`config.mk`:
```
export PLATFORM = sky130hd
export DESIGN_NAME = at_response_recognizer_core_flat
export DESIGN_NICKNAME = d
export VERILOG_FILES = /design/src/rtl/arr_pkg.sv /design/src/rtl/arr_stream_if.sv /design/src/rtl/arr_ram.sv /design/src/rtl/arr_front.sv /design/src/rtl/arr_queue.sv /design/src/rtl/arr_back.sv /design/src/rtl/at_response_recognizer_core.sv /design/src/flat_wrapper.sv
export SDC_FILE = /design/constraint.sdc
export NUM_CORES = 1
export LEC_CHECK = 0
export BUFFER_PORTS_ARGS = -buffer_cell sky130_fd_sc_hd__buf_2
export CAP_MARGIN = 25
export CORE_AREA = 5 5 227 229
export CTS_CLUSTER_SIZE = 16
export DETAILED_ROUTE_END_ITERATION = 8
export DIE_AREA = 0 0 232 234
export PLACE_DENSITY = 0.8
export SLEW_MARGIN = 0
export SYNTH_ARGS = -nofsm -noshare
export SYNTH_HDL_FRONTEND = slang
export SYNTH_SLANG_ARGS = --single-unit
```
`constraint.sdc`:
```
create_clock -name clk -period 5.85 [get_ports clk]
set_input_delay 1.4625 -clock clk [delete_from_list [all_inputs] [get_ports clk]]
set_output_delay 1.4625 -clock clk [all_outputs]
set_load 0.01 [all_outputs]
```
`src/rtl/arr_pkg.sv`:
```
package arr_pkg;

    localparam int DEPTH_DEFAULT = 32;
    localparam int KIND_W        = 2;
    localparam int BYTE_W        = 8;
    localparam int PLEN_W        = 6;
    // wide enough for a run length at the largest supported depth
    localparam int CNT_W         = 7;
    localparam int ERR_W         = 16;
    localparam int POS_W         = 3;

    localparam logic [KIND_W-1:0] KIND_OK      = 2'd0;
    localparam logic [KIND_W-1:0] KIND_ERROR   = 2'd1;
    localparam logic [KIND_W-1:0] KIND_CONNECT = 2'd2;

    localparam logic [BYTE_W-1:0] CH_CR = 8'h0D;
    localparam logic [BYTE_W-1:0] CH_C  = 8'h43;
    localparam logic [BYTE_W-1:0] CH_E  = 8'h45;
    localparam logic [BYTE_W-1:0] CH_K  = 8'h4B;
    localparam logic [BYTE_W-1:0] CH_N  = 8'h4E;
    localparam logic [BYTE_W-1:0] CH_O  = 8'h4F;
    localparam logic [BYTE_W-1:0] CH_R  = 8'h52;
    localparam logic [BYTE_W-1:0] CH_T  = 8'h54;

    localparam logic [POS_W-1:0] ERR_FINAL = 3'd4;
    localparam logic [POS_W-1:0] CON_FINAL = 3'd6;

    // one recognized packet, handed from the front end to the drain
    typedef struct packed {
        logic [KIND_W-1:0] kind;
        logic [CNT_W-1:0]  len;
        logic              bank;
        logic [ERR_W-1:0]  err;
    } desc_t;

    function automatic logic [BYTE_W-1:0] err_char(input logic [POS_W-1:0] pos);
        logic [BYTE_W-1:0] c;
        unique case (pos)
            3'd0:    c = CH_E;
            3'd1:    c = CH_R;
            3'd2:    c = CH_R;
            3'd3:    c = CH_O;
            default: c = CH_R;
        endcase
        return c;
    endfunction

    function automatic logic [BYTE_W-1:0] con_char(input logic [POS_W-1:0] pos);
        logic [BYTE_W-1:0] c;
        unique case (pos)
            3'd0:    c = CH_C;
            3'd1:    c = CH_O;
            3'd2:    c = CH_N;
            3'd3:    c = CH_N;
            3'd4:    c = CH_E;
            3'd5:    c = CH_C;
            default: c = CH_T;
        endcase
        return c;
    endfunction

endpackage

```
`src/rtl/arr_stream_if.sv`:
```
interface arr_rx_if;
    logic                        valid;
    logic                        ready;
    logic [arr_pkg::BYTE_W-1:0]  rx_byte;

    modport source (output valid, output rx_byte, input ready);
    modport sink   (input valid, input rx_byte, output ready);
endinterface

interface arr_pkt_if;
    logic                        valid;
    logic                        ready;
    logic [arr_pkg::KIND_W-1:0]  packet_kind;
    logic [arr_pkg::BYTE_W-1:0]  data_byte;
    logic                        byte_valid;
    logic [arr_pkg::PLEN_W-1:0]  packet_length;
    logic                        last;
    logic [arr_pkg::ERR_W-1:0]   error_count;

    modport source (output valid, output packet_kind, output data_byte, output byte_valid,
                    output packet_length, output last, output error_count, input ready);
    modport sink   (input valid, input packet_kind, input data_byte, input byte_valid,
                    input packet_length, input last, input error_count, output ready);
endinterface

```
`src/rtl/arr_ram.sv`:
```
module arr_ram #(
    parameter int WIDTH = arr_pkg::BYTE_W,
    parameter int DEPTH = 2 * arr_pkg::DEPTH_DEFAULT
) (
    input  logic                     clk,
    input  logic                     wr_en,
    input  logic [$clog2(DEPTH)-1:0] wr_addr,
    input  logic [WIDTH-1:0]         wr_data,
    input  logic                     rd_en,
    input  logic [$clog2(DEPTH)-1:0] rd_addr,
    output logic [WIDTH-1:0]         rd_data
);

    logic [WIDTH-1:0] mem [DEPTH];

    always_ff @(posedge clk)
    begin
        if (wr_en)
        begin
            mem[wr_addr] <= wr_data;
        end
        if (rd_en)
        begin
            rd_data <= mem[rd_addr];
        end
    end

endmodule

```
`src/rtl/arr_front.sv`:
```
module arr_front #(
    parameter int DEPTH = arr_pkg::DEPTH_DEFAULT
) (
    input  logic                          clk,
    input  logic                          rst_n,
    arr_rx_if.sink                        rx,
    input  logic                          q_full,
    output logic                          push,
    output arr_pkg::desc_t                push_desc,
    output logic                          wr_en,
    output logic [$clog2(2*DEPTH)-1:0]    wr_addr,
    output logic [arr_pkg::BYTE_W-1:0]    wr_data
);

    localparam int IW = (DEPTH > 1) ? $clog2(DEPTH) : 1;
    localparam int AW = $clog2(2 * DEPTH);
    localparam int FW = $clog2(DEPTH + 1);

    logic                        capturing_reg, capturing_next;
    logic                        o_seen_reg, o_seen_next;
    logic [arr_pkg::POS_W-1:0]   epos_reg, epos_next;
    logic [arr_pkg::POS_W-1:0]   cpos_reg, cpos_next;
    logic [FW-1:0]               fill_reg, fill_next;
    logic [arr_pkg::ERR_W-1:0]   err_reg, err_next;
    logic                        bank_reg, bank_next;

    logic                        accept;
    logic [arr_pkg::BYTE_W-1:0]  b;
    logic                        cap_w;
    logic                        o_w;
    logic                        store;
    logic [FW-1:0]               fill_w;
    logic                        emit;
    logic [arr_pkg::KIND_W-1:0]  kind;

    assign rx.ready = !q_full;
    assign accept   = rx.valid && rx.ready;
    assign b        = rx.rx_byte;

    always_comb
    begin
        cap_w  = capturing_reg || (b == arr_pkg::CH_CR);
        store  = cap_w && (fill_reg < FW'(DEPTH));
        fill_w = store ? fill_reg + FW'(1) : fill_reg;
        o_w    = o_seen_reg || (b == arr_pkg::CH_O);

        capturing_next = cap_w;
        o_seen_next    = o_w;
        epos_next      = epos_reg;
        cpos_next      = cpos_reg;
        err_next       = err_reg;
        fill_next      = fill_w;
        bank_next      = bank_reg;
        emit           = 1'b0;
        kind           = arr_pkg::KIND_OK;

        if (o_w && (b == arr_pkg::CH_K))
        begin
            emit = 1'b1;
        end
        else if (epos_reg >= arr_pkg::ERR_FINAL)
        begin
            // ERROR matcher closing; CONNECT matcher holds for this byte
            epos_next = '0;
            if (b == arr_pkg::CH_R)
            begin
                if (err_reg != {arr_pkg::ERR_W{1'b1}})
                begin
                    err_next = err_reg + arr_pkg::ERR_W'(1);
                end
                emit = 1'b1;
                kind = arr_pkg::KIND_ERROR;
            end
        end
        else
        begin
            epos_next = (b == arr_pkg::err_char(epos_reg)) ?
                        epos_reg + arr_pkg::POS_W'(1) : '0;
            if (cpos_reg >= arr_pkg::CON_FINAL)
            begin
                cpos_next = '0;
                if (b == arr_pkg::CH_T)
                begin
                    emit = 1'b1;
                    kind = arr_pkg::KIND_CONNECT;
                end
            end
            else
            begin
                cpos_next = (b == arr_pkg::con_char(cpos_reg)) ?
                            cpos_reg + arr_pkg::POS_W'(1) : '0;
            end
        end

        if (emit)
        begin
            capturing_next = 1'b0;
            o_seen_next    = 1'b0;
            fill_next      = '0;
            // next packet fills the other bank if this one stored any bytes
            bank_next      = (fill_w != '0) ? !bank_reg : bank_reg;
        end
    end

    assign push           = accept && emit;
    assign push_desc.kind = kind;
    assign push_desc.len  = arr_pkg::CNT_W'(fill_w);
    assign push_desc.bank = bank_reg;
    assign push_desc.err  = err_next;

    assign wr_en   = accept && store;
    assign wr_addr = (bank_reg ? AW'(DEPTH) : '0) + AW'(fill_reg[IW-1:0]);
    assign wr_data = b;

    always_ff @(posedge clk or negedge rst_n)
    begin
        if (!rst_n)
        begin
            capturing_reg <= 1'b0;
            o_seen_reg    <= 1'b0;
            epos_reg      <= '0;
            cpos_reg      <= '0;
            fill_reg      <= '0;
            err_reg       <= '0;
            bank_reg      <= 1'b0;
        end
        else if (accept)
        begin
            capturing_reg <= capturing_next;
            o_seen_reg    <= o_seen_next;
            epos_reg      <= epos_next;
            cpos_reg      <= cpos_next;
            fill_reg      <= fill_next;
            err_reg       <= err_next;
            bank_reg      <= bank_next;
        end
    end

endmodule

```
`src/rtl/arr_queue.sv`:
```
module arr_queue (
    input  logic            clk,
    input  logic            rst_n,
    input  logic            push,
    input  arr_pkg::desc_t  push_desc,
    input  logic            pop,
    output logic            full,
    output logic            head_valid,
    output arr_pkg::desc_t  head
);

    arr_pkg::desc_t entry_reg [2];
    logic           wr_ptr_reg, wr_ptr_next;
    logic           rd_ptr_reg, rd_ptr_next;
    logic [1:0]     count_reg, count_next;

    assign full       = (count_reg == 2'd2);
    assign head_valid = (count_reg != 2'd0);
    assign head       = entry_reg[rd_ptr_reg];

    always_comb
    begin
        wr_ptr_next = push ? !wr_ptr_reg : wr_ptr_reg;
        rd_ptr_next = pop  ? !rd_ptr_reg : rd_ptr_reg;
        count_next  = count_reg + 2'(push) - 2'(pop);
    end

    always_ff @(posedge clk)
    begin
        if (push)
        begin
            entry_reg[wr_ptr_reg] <= push_desc;
        end
    end

    always_ff @(posedge clk or negedge rst_n)
    begin
        if (!rst_n)
        begin
            wr_ptr_reg <= 1'b0;
            rd_ptr_reg <= 1'b0;
            count_reg  <= 2'd0;
        end
        else
        begin
            wr_ptr_reg <= wr_ptr_next;
            rd_ptr_reg <= rd_ptr_next;
            count_reg  <= count_next;
        end
    end

endmodule

```
`src/rtl/arr_back.sv`:
```
module arr_back #(
    parameter int DEPTH = arr_pkg::DEPTH_DEFAULT
) (
    input  logic                          clk,
    input  logic                          rst_n,
    input  logic                          head_valid,
    input  arr_pkg::desc_t                head,
    output logic                          pop,
    output logic                          rd_en,
    output logic [$clog2(2*DEPTH)-1:0]    rd_addr,
    input  logic [arr_pkg::BYTE_W-1:0]    rd_data,
    arr_pkt_if.source                     pkt
);

    localparam int IW = (DEPTH > 1) ? $clog2(DEPTH) : 1;
    localparam int AW = $clog2(2 * DEPTH);

    typedef enum logic [2:0] {
        S_IDLE = 3'b001,
        S_READ = 3'b010,
        S_OUT  = 3'b100
    } back_state_t;

    back_state_t                 state_reg, state_next;
    logic [IW-1:0]               idx_reg, idx_next;
    logic [IW-1:0]               rd_idx;

    logic [arr_pkg::KIND_W-1:0]  kind_reg;
    logic [arr_pkg::BYTE_W-1:0]  data_reg;
    logic                        bvalid_reg;
    logic [arr_pkg::PLEN_W-1:0]  plen_reg;
    logic                        last_reg;
    logic [arr_pkg::ERR_W-1:0]   err_reg;

    logic                        load_marker;
    logic                        load_byte;

    always_comb
    begin
        state_next  = state_reg;
        idx_next    = idx_reg;
        rd_en       = 1'b0;
        rd_idx      = '0;
        pop         = 1'b0;
        load_marker = 1'b0;
        load_byte   = 1'b0;
        unique case (state_reg)
            S_IDLE:
            begin
                if (head_valid)
                begin
                    if (head.len == '0)
                    begin
                        load_marker = 1'b1;
                        state_next  = S_OUT;
                    end
                    else
                    begin
                        rd_en      = 1'b1;
                        idx_next   = '0;
                        state_next = S_READ;
                    end
                end
            end
            S_READ:
            begin
                load_byte  = 1'b1;
                state_next = S_OUT;
            end
            S_OUT:
            begin
                if (pkt.ready)
                begin
                    if (last_reg)
                    begin
                        pop        = 1'b1;
                        state_next = S_IDLE;
                    end
                    else
                    begin
                        rd_en      = 1'b1;
                        rd_idx     = idx_reg + IW'(1);
                        idx_next   = rd_idx;
                        state_next = S_READ;
                    end
                end
            end
            default:
            begin
                state_next = S_IDLE;
            end
        endcase
    end

    assign rd_addr = (head.bank ? AW'(DEPTH) : '0) + AW'(rd_idx);

    always_ff @(posedge clk)
    begin
        if (load_marker)
        begin
            kind_reg   <= head.kind;
            data_reg   <= '0;
            bvalid_reg <= 1'b0;
            plen_reg   <= '0;
            last_reg   <= 1'b1;
            err_reg    <= head.err;
        end
        else if (load_byte)
        begin
            kind_reg   <= head.kind;
            data_reg   <= rd_data;
            bvalid_reg <= 1'b1;
            plen_reg   <= arr_pkg::PLEN_W'(head.len);
            last_reg   <= (arr_pkg::CNT_W'(idx_reg) + arr_pkg::CNT_W'(1) == head.len);
            err_reg    <= head.err;
        end
    end

    always_ff @(posedge clk or negedge rst_n)
    begin
        if (!rst_n)
        begin
            state_reg <= S_IDLE;
            idx_reg   <= '0;
        end
        else
        begin
            state_reg <= state_next;
            idx_reg   <= idx_next;
        end
    end

    assign pkt.valid         = (state_reg == S_OUT);
    assign pkt.packet_kind   = kind_reg;
    assign pkt.data_byte     = data_reg;
    assign pkt.byte_valid    = bvalid_reg;
    assign pkt.packet_length = plen_reg;
    assign pkt.last          = last_reg;
    assign pkt.error_count   = err_reg;

endmodule

```
`src/rtl/at_response_recognizer_core.sv`:
```
// AT response recognizer. Takes one received modem byte per request on rx and
// reports OK, ERROR and CONNECT responses on pkt as runs of the bytes captured
// since the first carriage return after the previous response (up to DEPTH
// bytes, one result each, or one empty marker result). A byte is taken while
// fewer than two recognized packets are queued, the draining one included; the
// front end then stalls until the drain retires one. The drain starts a packet
// from idle, then makes each result by a registered read of the capture RAM
// and then the output register, reading on only once the sink takes the
// current result. The capture RAM holds two banks of DEPTH bytes so the next
// response can be captured while the previous one drains.
module at_response_recognizer_core #(
    parameter int DEPTH = arr_pkg::DEPTH_DEFAULT
) (
    input  logic        clk,
    input  logic        rst_n,
    arr_rx_if.sink      rx,
    arr_pkt_if.source   pkt
);

    localparam int AW = $clog2(2 * DEPTH);

    logic                        push;
    arr_pkg::desc_t              push_desc;
    logic                        pop;
    logic                        q_full;
    logic                        head_valid;
    arr_pkg::desc_t              head;
    logic                        wr_en;
    logic [AW-1:0]               wr_addr;
    logic [arr_pkg::BYTE_W-1:0]  wr_data;
    logic                        rd_en;
    logic [AW-1:0]               rd_addr;
    logic [arr_pkg::BYTE_W-1:0]  rd_data;

    arr_front #(
        .DEPTH (DEPTH)
    ) u_front (
        .clk       (clk),
        .rst_n     (rst_n),
        .rx        (rx),
        .q_full    (q_full),
        .push      (push),
        .push_desc (push_desc),
        .wr_en     (wr_en),
        .wr_addr   (wr_addr),
        .wr_data   (wr_data)
    );

    arr_queue u_queue (
        .clk        (clk),
        .rst_n      (rst_n),
        .push       (push),
        .push_desc  (push_desc),
        .pop        (pop),
        .full       (q_full),
        .head_valid (head_valid),
        .head       (head)
    );

    arr_ram #(
        .WIDTH (arr_pkg::BYTE_W),
        .DEPTH (2 * DEPTH)
    ) u_ram (
        .clk     (clk),
        .wr_en   (wr_en),
        .wr_addr (wr_addr),
        .wr_data (wr_data),
        .rd_en   (rd_en),
        .rd_addr (rd_addr),
        .rd_data (rd_data)
    );

    arr_back #(
        .DEPTH (DEPTH)
    ) u_back (
        .clk        (clk),
        .rst_n      (rst_n),
        .head_valid (head_valid),
        .head       (head),
        .pop        (pop),
        .rd_en      (rd_en),
        .rd_addr    (rd_addr),
        .rd_data    (rd_data),
        .pkt        (pkt)
    );

endmodule

```
`src/flat_wrapper.sv`:
```
// flat-port wrapper written by rule: the top's interface ports become plain ports
module at_response_recognizer_core_flat 
#(
    parameter int DEPTH = arr_pkg::DEPTH_DEFAULT
)
  (clk, rst_n, rx_valid, rx_rx_byte, rx_ready, pkt_valid, pkt_packet_kind, pkt_data_byte, pkt_byte_valid, pkt_packet_length, pkt_last, pkt_error_count, pkt_ready);
  arr_rx_if rx_i ();
  arr_pkt_if pkt_i ();
  input  logic clk;
  input  logic rst_n;
  input wire logic [$bits(rx_i.valid)-1:0] rx_valid;
  input wire logic [$bits(rx_i.rx_byte)-1:0] rx_rx_byte;
  output wire logic [$bits(rx_i.ready)-1:0] rx_ready;
  output wire logic [$bits(pkt_i.valid)-1:0] pkt_valid;
  output wire logic [$bits(pkt_i.packet_kind)-1:0] pkt_packet_kind;
  output wire logic [$bits(pkt_i.data_byte)-1:0] pkt_data_byte;
  output wire logic [$bits(pkt_i.byte_valid)-1:0] pkt_byte_valid;
  output wire logic [$bits(pkt_i.packet_length)-1:0] pkt_packet_length;
  output wire logic [$bits(pkt_i.last)-1:0] pkt_last;
  output wire logic [$bits(pkt_i.error_count)-1:0] pkt_error_count;
  input wire logic [$bits(pkt_i.ready)-1:0] pkt_ready;
  assign rx_i.valid = rx_valid;
  assign rx_i.rx_byte = rx_rx_byte;
  assign rx_ready = rx_i.ready;
  assign pkt_valid = pkt_i.valid;
  assign pkt_packet_kind = pkt_i.packet_kind;
  assign pkt_data_byte = pkt_i.data_byte;
  assign pkt_byte_valid = pkt_i.byte_valid;
  assign pkt_packet_length = pkt_i.packet_length;
  assign pkt_last = pkt_i.last;
  assign pkt_error_count = pkt_i.error_count;
  assign pkt_i.ready = pkt_ready;
  at_response_recognizer_core #(.DEPTH(DEPTH)) u_core (.clk(clk), .rst_n(rst_n), .rx(rx_i), .pkt(pkt_i));
endmodule
```
# Word-level counts from Yosys, hierarchy flattened
# Memory sizes are Yosys's and may differ from the RTL's. A register that Yosys moved wholly into a read port is not among the register bits.
# Cells that the tools add are included.
# classes
add_sub_neg	10
n_lt_le_gt_ge	3
eq_ne	23
n_mux	64
bitwise	2
n_reduce_logical	25
# ops
cell	n
$mux W16	6
$mux W8	5
$mux W5	7
$eq A8 B7 Y1 const B	4
$mux W6	4
$mux W1	23
$mux W3	7
$pmux W5 S2	2
$pmux W5 S4	1
$add A16 B1 Y16 const B	1
$eq A8 B8 Y1	2
$ne A16 B16 Y1 const B	1
$mux W2	7
$add A6 B5 Y6	2
$eq A3 B2 Y1 const B	4
$eq A3 B3 Y1 const B	3
$pmux W3 S3	1
$eq A8 B4 Y1 const B	1
$eq A6 B7 Y1	1
$logic_not A7 Y1	1
$add A3 B1 Y3 const B	2
$add A5 B1 Y6 const B	1
$add A6 B1 Y6 const B	1
$eq A3 B1 Y1 const B	2
20 further kinds	38
# totals
register_bits	77
ramBits	562
inputBits	12
word_cells	147
n_memories	2
# memory_table
name	words	width	rd	rd_ports_with_merged_regs	write_ports	line	text
u_core.u_ram.mem	64	8	1	1	1	arr_ram.sv:14	logic [WIDTH-1:0] mem [DEPTH];
u_core.u_queue.entry_reg	2	25	1	0	1	arr_queue.sv:12	arr_pkg::desc_t entry_reg [2];

# Logic depth before layout (Yosys ltp)
# Gate-level depths: netlist (run 1).
# depth
word_depth	9
depth_mapped	13
ltp_nobuf	13

# Modules after synthesis
# A second synthesis (run 1) with hierarchy kept.
# hier_totals
cells_unflattened	1475
area_unflattened_um2	26519.2
# by_module_without_submodules
module	n_inst	cells_per_inst	area_each_um2	seq_area_each_um2
arr_ram	1	940	20246.9	15615.0
arr_front	1	283	2406.1	775.7
arr_queue	1	96	2175.8	1661.6
arr_back	1	156	1690.4	1062.3

# Least setup slack after synthesis (run 1)
# Ideal clock, no wire load.
# synth_timing
path_type	input to register
from	in rx_rx_byte[5]
to	mem u_core.u_queue.entry_reg[0][0] in the netlist's numbering (enable)
arrival_ps	3612
required_ps	5443
slack_ps	1831
cell_stages	7
path_buffers	0
path_cell_list	nor3b_1 > nand4_1 > inv_1 > or3_1 > and2_1 > inv_1 > nor2_1
# synth_via
elab_chain_cells	8
# synth_lines
element	line	text
start: declaration	flat_wrapper.sv:12	input wire logic [$bits(rx_i.rx_byte)-1:0] rx_rx_byte;
$eq A8 B7 Y1	arr_front.sv:82	if (b == arr_pkg::CH_T)
$mux W1	arr_front.sv:82	
$mux W1	arr_front.sv:79	if (cpos_reg >= arr_pkg::CON_FINAL)
$mux W1	arr_front.sv:61	else if (epos_reg >= arr_pkg::ERR_FINAL)
$mux W1 *	arr_front.sv:57	if (o_w && (b == arr_pkg::CH_K))
$logic_and A1 B1 Y1 *	arr_front.sv:105	assign push = accept && emit;
$mux W1 *	arr_queue.sv:30	if (push)
$mux W1 (not written as such) *	arr_queue.sv:32	entry_reg[wr_ptr_reg] <= push_desc;
end: declaration	arr_queue.sv:12	
# Every way passes the cells marked *; elsewhere a longest branch is shown, timed or not.

# Worst setup path after layout (run 1)
# layout_timing
from	in rx_rx_byte[3]
to	mem u_core.u_ram.mem[14][1] in the netlist's numbering (enable)
# layout_via
elab_chain_cells	6
# layout_lines
element	line	text
$eq A8 B4 Y1	arr_front.sv:42	cap_w = capturing_reg || (b == arr_pkg::CH_CR);
$logic_or A1 B1 Y1	arr_front.sv:42	
$logic_and A1 B1 Y1	arr_front.sv:43	store = cap_w && (fill_reg < FW'(DEPTH));
$logic_and A1 B1 Y1	arr_front.sv:111	assign wr_en = accept && store;
$mux W1	arr_ram.sv:18	if (wr_en)
$mux W1 (not written as such)	arr_ram.sv:20	mem[wr_addr] <= wr_data;
end: declaration	arr_ram.sv:14	
# No other way between the ends.

==> results of run 1 <==
==> per-layer routing <==
metal  share of wire  GRT usage  vias to the layer above
met5               0          0                        -
met4           0.054      0.118                        0
met3            0.12     0.0647                      202
met2            0.46      0.393                     1179
met1            0.36      0.331                     8461
li1                -          -                     7622
==> stage by stage <==
step           hold WS [ns]  area [um^2]  power [mW]  instances  setup slack [ns]
5_1_grt               0.489        29500        9.37       2768              1.11
2_1_floorplan         0.440        26700        5.25       2014              1.83
6_report              0.454        29500        9.13       2770              1.27
3_3_place_gp          0.441        27600        5.38       2651             0.560
3_5_place_dp          0.447        27600        5.39       2652             0.331
4_1_cts               0.457        29500        9.16       2764             0.941
==> worst paths after layout <==
kind | end | slack, ns | cells after the start
min reg2reg | u_core.u_back.pkt.data_byte[2]$_SDFFE_PP0N_ | 0.45 | 2
max reg2reg | u_core.u_ram.rd_data[1]$_DFFE_PP_ | 1.71 | 9
max in group asynchronous | u_core.u_back.state_reg[0]$_DFFE_PN1P_ | 4.58 | 2
max | u_core.u_ram.mem[14][1]$_DFFE_PP_ | 1.27 | 8
min | u_core.u_back.pkt.data_byte[2]$_SDFFE_PP0N_ | 0.45 | 2
min in group asynchronous | u_core.u_front.err_reg[8]$_DFFE_PN0P_ | 0.72 | 1
==> cell families after synthesis <==
| family | after synthesis | synth area share |
|---|---|---|
| adders and majority gates | 13 | 0.00610 |
| DFF | 647 | 0.715 |
| and+or+nand+nor | 859 | 0.151 |
| buffers and inverters | 144 | 0.0240 |
| muxes | 76 | 0.0298 |
| AOI/OAI and AO/OA | 231 | 0.0593 |
| xor gates and xnor gates | 44 | 0.0145 |
==> cell usage after synthesis (5+ instances only) <==
| cell type | count | share of area |
|---|---|---|
| o32ai_1 | 39 | 0.013 |
| o41ai_1 | 6 | 0.0020 |
| nor2_1 | 205 | 0.029 |
| nor2b_1 | 10 | 0.0023 |
| xnor2_1 | 19 | 0.0062 |
| nand3_1 | 95 | 0.018 |
| o31ai_1 | 6 | 0.0017 |
| nand2b_1 | 11 | 0.0026 |
| mux2i_1 | 50 | 0.019 |
| and3_1 | 15 | 0.0035 |
| or3b_2 | 6 | 0.0020 |
| buf_1 | 10 | 0.0014 |
| a21oi_1 | 39 | 0.0073 |
| a311oi_1 | 9 | 0.0030 |
| o21ai_0 | 53 | 0.010 |
| or3_1 | 49 | 0.012 |
| nand4_1 | 9 | 0.0021 |
| xor2_1 | 25 | 0.0082 |
| edfxtp_1 | 588 | 0.66 |
| a211oi_1 | 21 | 0.0059 |
| nand2_1 | 239 | 0.034 |
| o22ai_1 | 14 | 0.0033 |
| dfxtp_1 | 16 | 0.012 |
| clkbuf_1 | 70 | 0.0099 |
| mux2_2 | 26 | 0.011 |
| buf_6 | 6 | 0.0025 |
| inv_1 | 17 | 0.0024 |
| nor3_1 | 163 | 0.031 |
| dfrtp_1 | 42 | 0.039 |
| a32oi_1 | 5 | 0.0016 |
| nor4_1 | 29 | 0.0068 |
| buf_2 | 39 | 0.0073 |
| ha_1 | 13 | 0.0061 |
==> worst reg2reg max path, cell delays in order, from the launching register on <==
cell and delay (ns):
dfrtp_1 0.32, buf_4 0.33, ha_1 0.28, xor2_1 0.51, nand4_2 0.63, o32ai_1 0.73
or3_1 0.21, a32oi_1 0.11, or4_1 0.72, o31ai_1 0.14
==> final cells by class <==
class	instances	share of cell area
flip-flops and latches	647	0.645
inverters	17	0.00216
diodes	4	0.000339
clock inverters	46	0.0138
clock buffers	66	0.0516
repair buffers	95	0.0218
well taps	672	0.0285
multi-input cells	1223	0.237
==> power by group through the flow <==
stage | Sequential, mW | Combinational [mW] | Clock, mW
final | 5.08 | 0.217 | 3.83
after global routing | 5.08 | 0.228 | 4.06
after CTS | 5.08 | 0.214 | 3.87
after detailed placement | 5.18 | 0.214 | 0
after global placement | 5.18 | 0.203 | 0
after floorplan | 5.16 | 0.0903 | 0
==> flow_summary.json, run 1 <==
{
  "rsz0062_at_grt": "no",
  "combPwrFrac": 0.024,
  "min_from": "u_core.u_back.pkt.data_byte[2]$_SDFFE_PP0N_",
  "max-slew-margin-rel": 0.280,
  "maxSlewViolCount": 0,
  "drt_wl_total_mm": 68.7,
  "clock_sinks": 647,
  "power_density_nw_per_um2": 309,
  "grt.total_usage": 0.250,
  "finalHoldViolCount": 0,
  "worstMarginPinSlew_ns": 1.08,
  "netlist_area_um2": 26700,
  "gp_congestion": 1.02,
  "initial_utilization": 0.539,
  "overflow": 0,
  "setup_viol": 0,
  "die_w_um": 232,
  "p_leak_nw": 9.95,
  "grt_pass1_vias": 17000,
  "mostFrequentLayoutCells": "edfxtp_1, nand2_1, nor2_1, nor3_1, nand3_1",
  "largest_reg_flops": 512,
  "area.growth.synth_to_final_pct": 10.8,
  "dp_hpwl_mm": 42.6,
  "antenna_found_initial": 4,
  "synth-main-ff-cell": "edfxtp_1",
  "fillCellCount": 3718,
  "cp_cell_sequence": "buf_2 -> nor2b_1 -> a41oi_1 -> nor2_1 -> nand2_1 -> nor2_1 -> nand3_1 -> nor2_1",
  "cp_slowest_cell": "nor2_1",
  "cp-end-kind": "flop",
  "rows": 82,
  "fmax_mhz": 218,
  "avgSynthCellArea_um2": 13.2,
  "clk_path_buf_depth": 3,
  "drt_pass1_iterations": 6,
  "hp-class": "flop to flop",
  "p_seq_frac": 0.556,
  "synth_sequential_area_ratio": 0.715,
  "drive_gt1_frac": 0.114,
  "r2r_start": "u_core.u_back.idx_reg[0]$_DFFE_PN0P_",
  "drc": 0,
  "cts_max_level": 2,
  "vias": 17500,
  "cts_resized": 0,
  "grt_first_pass_wirelength_mm": 103,
  "clk_pin_slew_ns": 0.07,
  "regArea_um2": 19100,
  "crit_top_cell": "nor2_1",
  "cap_viol_max_count": 0,
  "path_max_fanout": 8,
  "synthCells": 2014,
  "startpoint": "rx_rx_byte[3]",
  "crit_buf_inv": 1,
  "io_pins": 48,
  "ys_types": 70,
  "tritoncts": "done",
  "numPortBuffers": 47,
  "core_um2": 49500,
  "synth_nets": 2039,
  "cts_made_buffers": 60,
  "avgRoutedWirePerCell_um": 24.8,
  "synth_edf_count": 588,
  "async_flop_share": 0.0665,
  "finalClockSkew_ns": 0.0456,
  "power.share.switching": 0.206,
  "intPower_mw": 7.25,
  "pwr-share-clk": 0.420,
  "hold_buffers": 0,
  "p_sw_mw": 1.88,
  "cp.arrival_ns": 4.81,
  "worstPathRequired_ns": 6.08,
  "max-vdd-ir-drop_mv": 0.274,
  "critical_path_class": "input pin to flop",
  "die_area_um2": 54300,
  "critPathTopFamily": "simple AND/OR/NAND/NOR gates",
  "fin_crit_sh": 0.783,
  "viasPerCell": 6.30,
  "drtAntennaViolNets": 0,
  "tns_ns": 0,
  "dieHeight_um": 234,
  "synth-seq-cells": 647,
  "root_buffer": "clkbuf_16",
  "critPathLaunchType": "input pin",
  "post_cts_buffers": 0,
  "slowest_delay_ns": 0.81,
  "post-route-min-period_ns": 4.58,
  "grt_max_degree": 126,
  "status": "finished clean",
  "fin_util": 0.597,
  "drt_iter0_markers": 2545,
  "layout.nets": 2069,
  "multi_input_area_um2": 6990,
  "clk_latency_ns": 0.64,
  "final_common_cell": "edfxtp_1",
  "synth_warnings": 0
}
(Power assumes the default switching activity.)
==> run 2, diff against run 1 <==
- clock period: 5.85 -> 4.25 ns (I/O delays scaled with it)
==> flow_summary.json, run 2 (synthesis gave the netlist of run 1 again) <==
{
  "status": "finished clean",
  "area.growth.synth_to_final_pct": 13.8,
  "vias": 17700,
  "clk_latency_ns": 0.62,
  "power_density_nw_per_um2": 423,
  "clock_sinks": 647,
  "regArea_um2": 19100,
  "overflow": 0,
  "largest_reg_flops": 512,
  "fin_crit_sh": 0.873,
  "maxSlewViolCount": 0,
  "crit_cells": 8,
  "placed_cells_incl_taps": 2730,
  "whs_ns": 0.249,
  "hold_buffers": 0,
  "placed_area_um2": 28200,
  "worstMarginPinSlew_ns": 1.00,
  "r2r_start": "u_core.u_back.idx_reg[0]$_DFFE_PN0P_",
  "critPathLaunchType": "flop",
  "post_cts_buffers": 0,
  "max-slew-margin-rel": 0.333,
  "reg2reg_slack_ns": 0.54,
  "grt.total_usage": 0.253,
  "root_buffer": "clkbuf_16",
  "dp_hpwl_mm": 42.8,
  "numPortBuffers": 47,
  "finalClockSkew_ns": 0.0222,
  "clk_pin_slew_ns": 0.06,
  "grt_first_pass_wirelength_mm": 105,
  "die_w_um": 232,
  "reg2reg_depth": 8,
  "finalHoldViolCount": 0,
  "post-route-min-period_ns": 3.71,
  "startpoint": "u_core.u_back.idx_reg[0]$_DFFE_PN0P_",
  "mostFrequentLayoutCells": "edfxtp_1, nand2_1, nor2_1, nor3_1, buf_4",
  "fin_area_um2": 30300,
  "final_common_cell": "edfxtp_1",
  "critical_path_class": "flop to flop",
  "clk_path_buf_depth": 3,
  "multi_input_area_um2": 6990,
  "antenna_found_initial": 1,
  "fmax_mhz": 270,
  "initial_utilization": 0.539,
  "avgRoutedWirePerCell_um": 24.3,
  "rsz0062_at_grt": "no",
  "slowest_delay_ns": 0.64,
  "rows": 82,
  "fillCellCount": 3625,
  "max-vdd-ir-drop_mv": 0.330,
  "drt_pass1_iterations": 6,
  "cp_cell_sequence": "ha_1 -> xor2_1 -> nand4_2 -> buf_4 -> o32ai_1 -> a211oi_1 -> nor4_1 -> a22o_1",
  "cp-end-kind": "flop",
  "drt_iter0_markers": 2401,
  "p_leak_nw": 10.4,
  "tritoncts": "done",
  "cp_slowest_cell": "o32ai_1",
  "grt_pass1_vias": 17100,
  "die_area_um2": 54300,
  "drtAntennaViolNets": 0,
  "setup_viol": 0,
  "fin_cells": 2849,
  "core_um2": 49500,
  "preCtsSetupSlack_ns": -0.0691,
  "layout.nets": 2149,
  "worstPathRequired_ns": 4.75,
  "cp.arrival_ns": 4.21,
  "path_max_fanout": 18,
  "io_pins": 48,
  "crit_buf_inv": 1,
  "grt_max_degree": 65,
  "total_power_mw": 12.8,
  "viasPerCell": 6.20,
  "dieHeight_um": 234,
  "cap_viol_max_count": 0,
  "setup_slack_ns": 0.542,
  "cts_resized": 0,
  "gp_congestion": 0.932,
  "cts_made_buffers": 61,
  "cts_max_level": 2,
  "drc": 0,
  "critPathTopFamily": "compound AO/OA/AOI/OAI gates",
  "hp-class": "input pin to async pin",
  "drt_wl_total_mm": 69.2,
  "drive_gt1_frac": 0.145
}
run 2: cell count changes in the layout (fill, tap and decap cells not counted), moves of 2 or more:
cell,delta
diode_2,-3
bufinv_16,+2
buf_12,+8
clkbuf_8,+3
clkinv_2,-5
clkbuf_16,+3
clkinv_1,+2
clkbuf_1,+3
clkinv_4,-2
buf_4,+71
run 2: worst paths after layout:
path                                                                to
setup / recovery                     u_core.u_ram.rd_data[0]$_DFFE_PP_
hold / removal                  u_core.u_front.err_reg[10]$_DFFE_PN0P_
setup reg to reg                     u_core.u_ram.rd_data[0]$_DFFE_PP_
hold reg to reg            u_core.u_back.pkt.data_byte[6]$_SDFFE_PP0N_
max in group asynchronous       u_core.u_back.state_reg[0]$_DFFE_PN1P_
min in group clk           u_core.u_back.pkt.data_byte[6]$_SDFFE_PP0N_
run 2: area by class of cell:
cell class	count	area share
Clock buffer	75	0.0544
Multi-Input combinational cell	1223	0.230
Sequential cell	647	0.628
Antenna cell	1	0.0000825
Inverter	17	0.00210
Tap cell	672	0.0277
Clock inverter	40	0.0132
Timing Repair Buffer	174	0.0440
run 2: per-stage QoR:
step                      setup TNS, ns  utilization
after CTS                             0        0.613
final                                 0        0.613
after detailed placement          -3.17        0.571
after floorplan                       0            -
after global placement                0        0.571
after global routing                  0        0.613
run 2: power breakdown:
group / internal [mW] / switching, mW
Sequential: 6.96 / 0.0347
Clock: 3.23 / 2.32
Combinational: 0.0733 / 0.216
Total: 10.3 / 2.57
run 2: worst reg2reg max path: stages (launching register included):
cell,delay (ns)
dfrtp_1,0.45
ha_1,0.26
xor2_1,0.57
nand4_2,0.43
buf_4,0.36
o32ai_1,0.65
a211oi_1,0.23
nor4_1,0.44
a22o_1,0.20
run 2: routing by layer:
metal / track usage / wire, um / vias up
met3: 0.0475 / 7330 / 187
met1: 0.348 / 26200 / 8634
met2: 0.401 / 32300 / 1082
met4: 0.110 / 3380 / 0
met5: 0 / 0 / -
li1: - / - / 7769
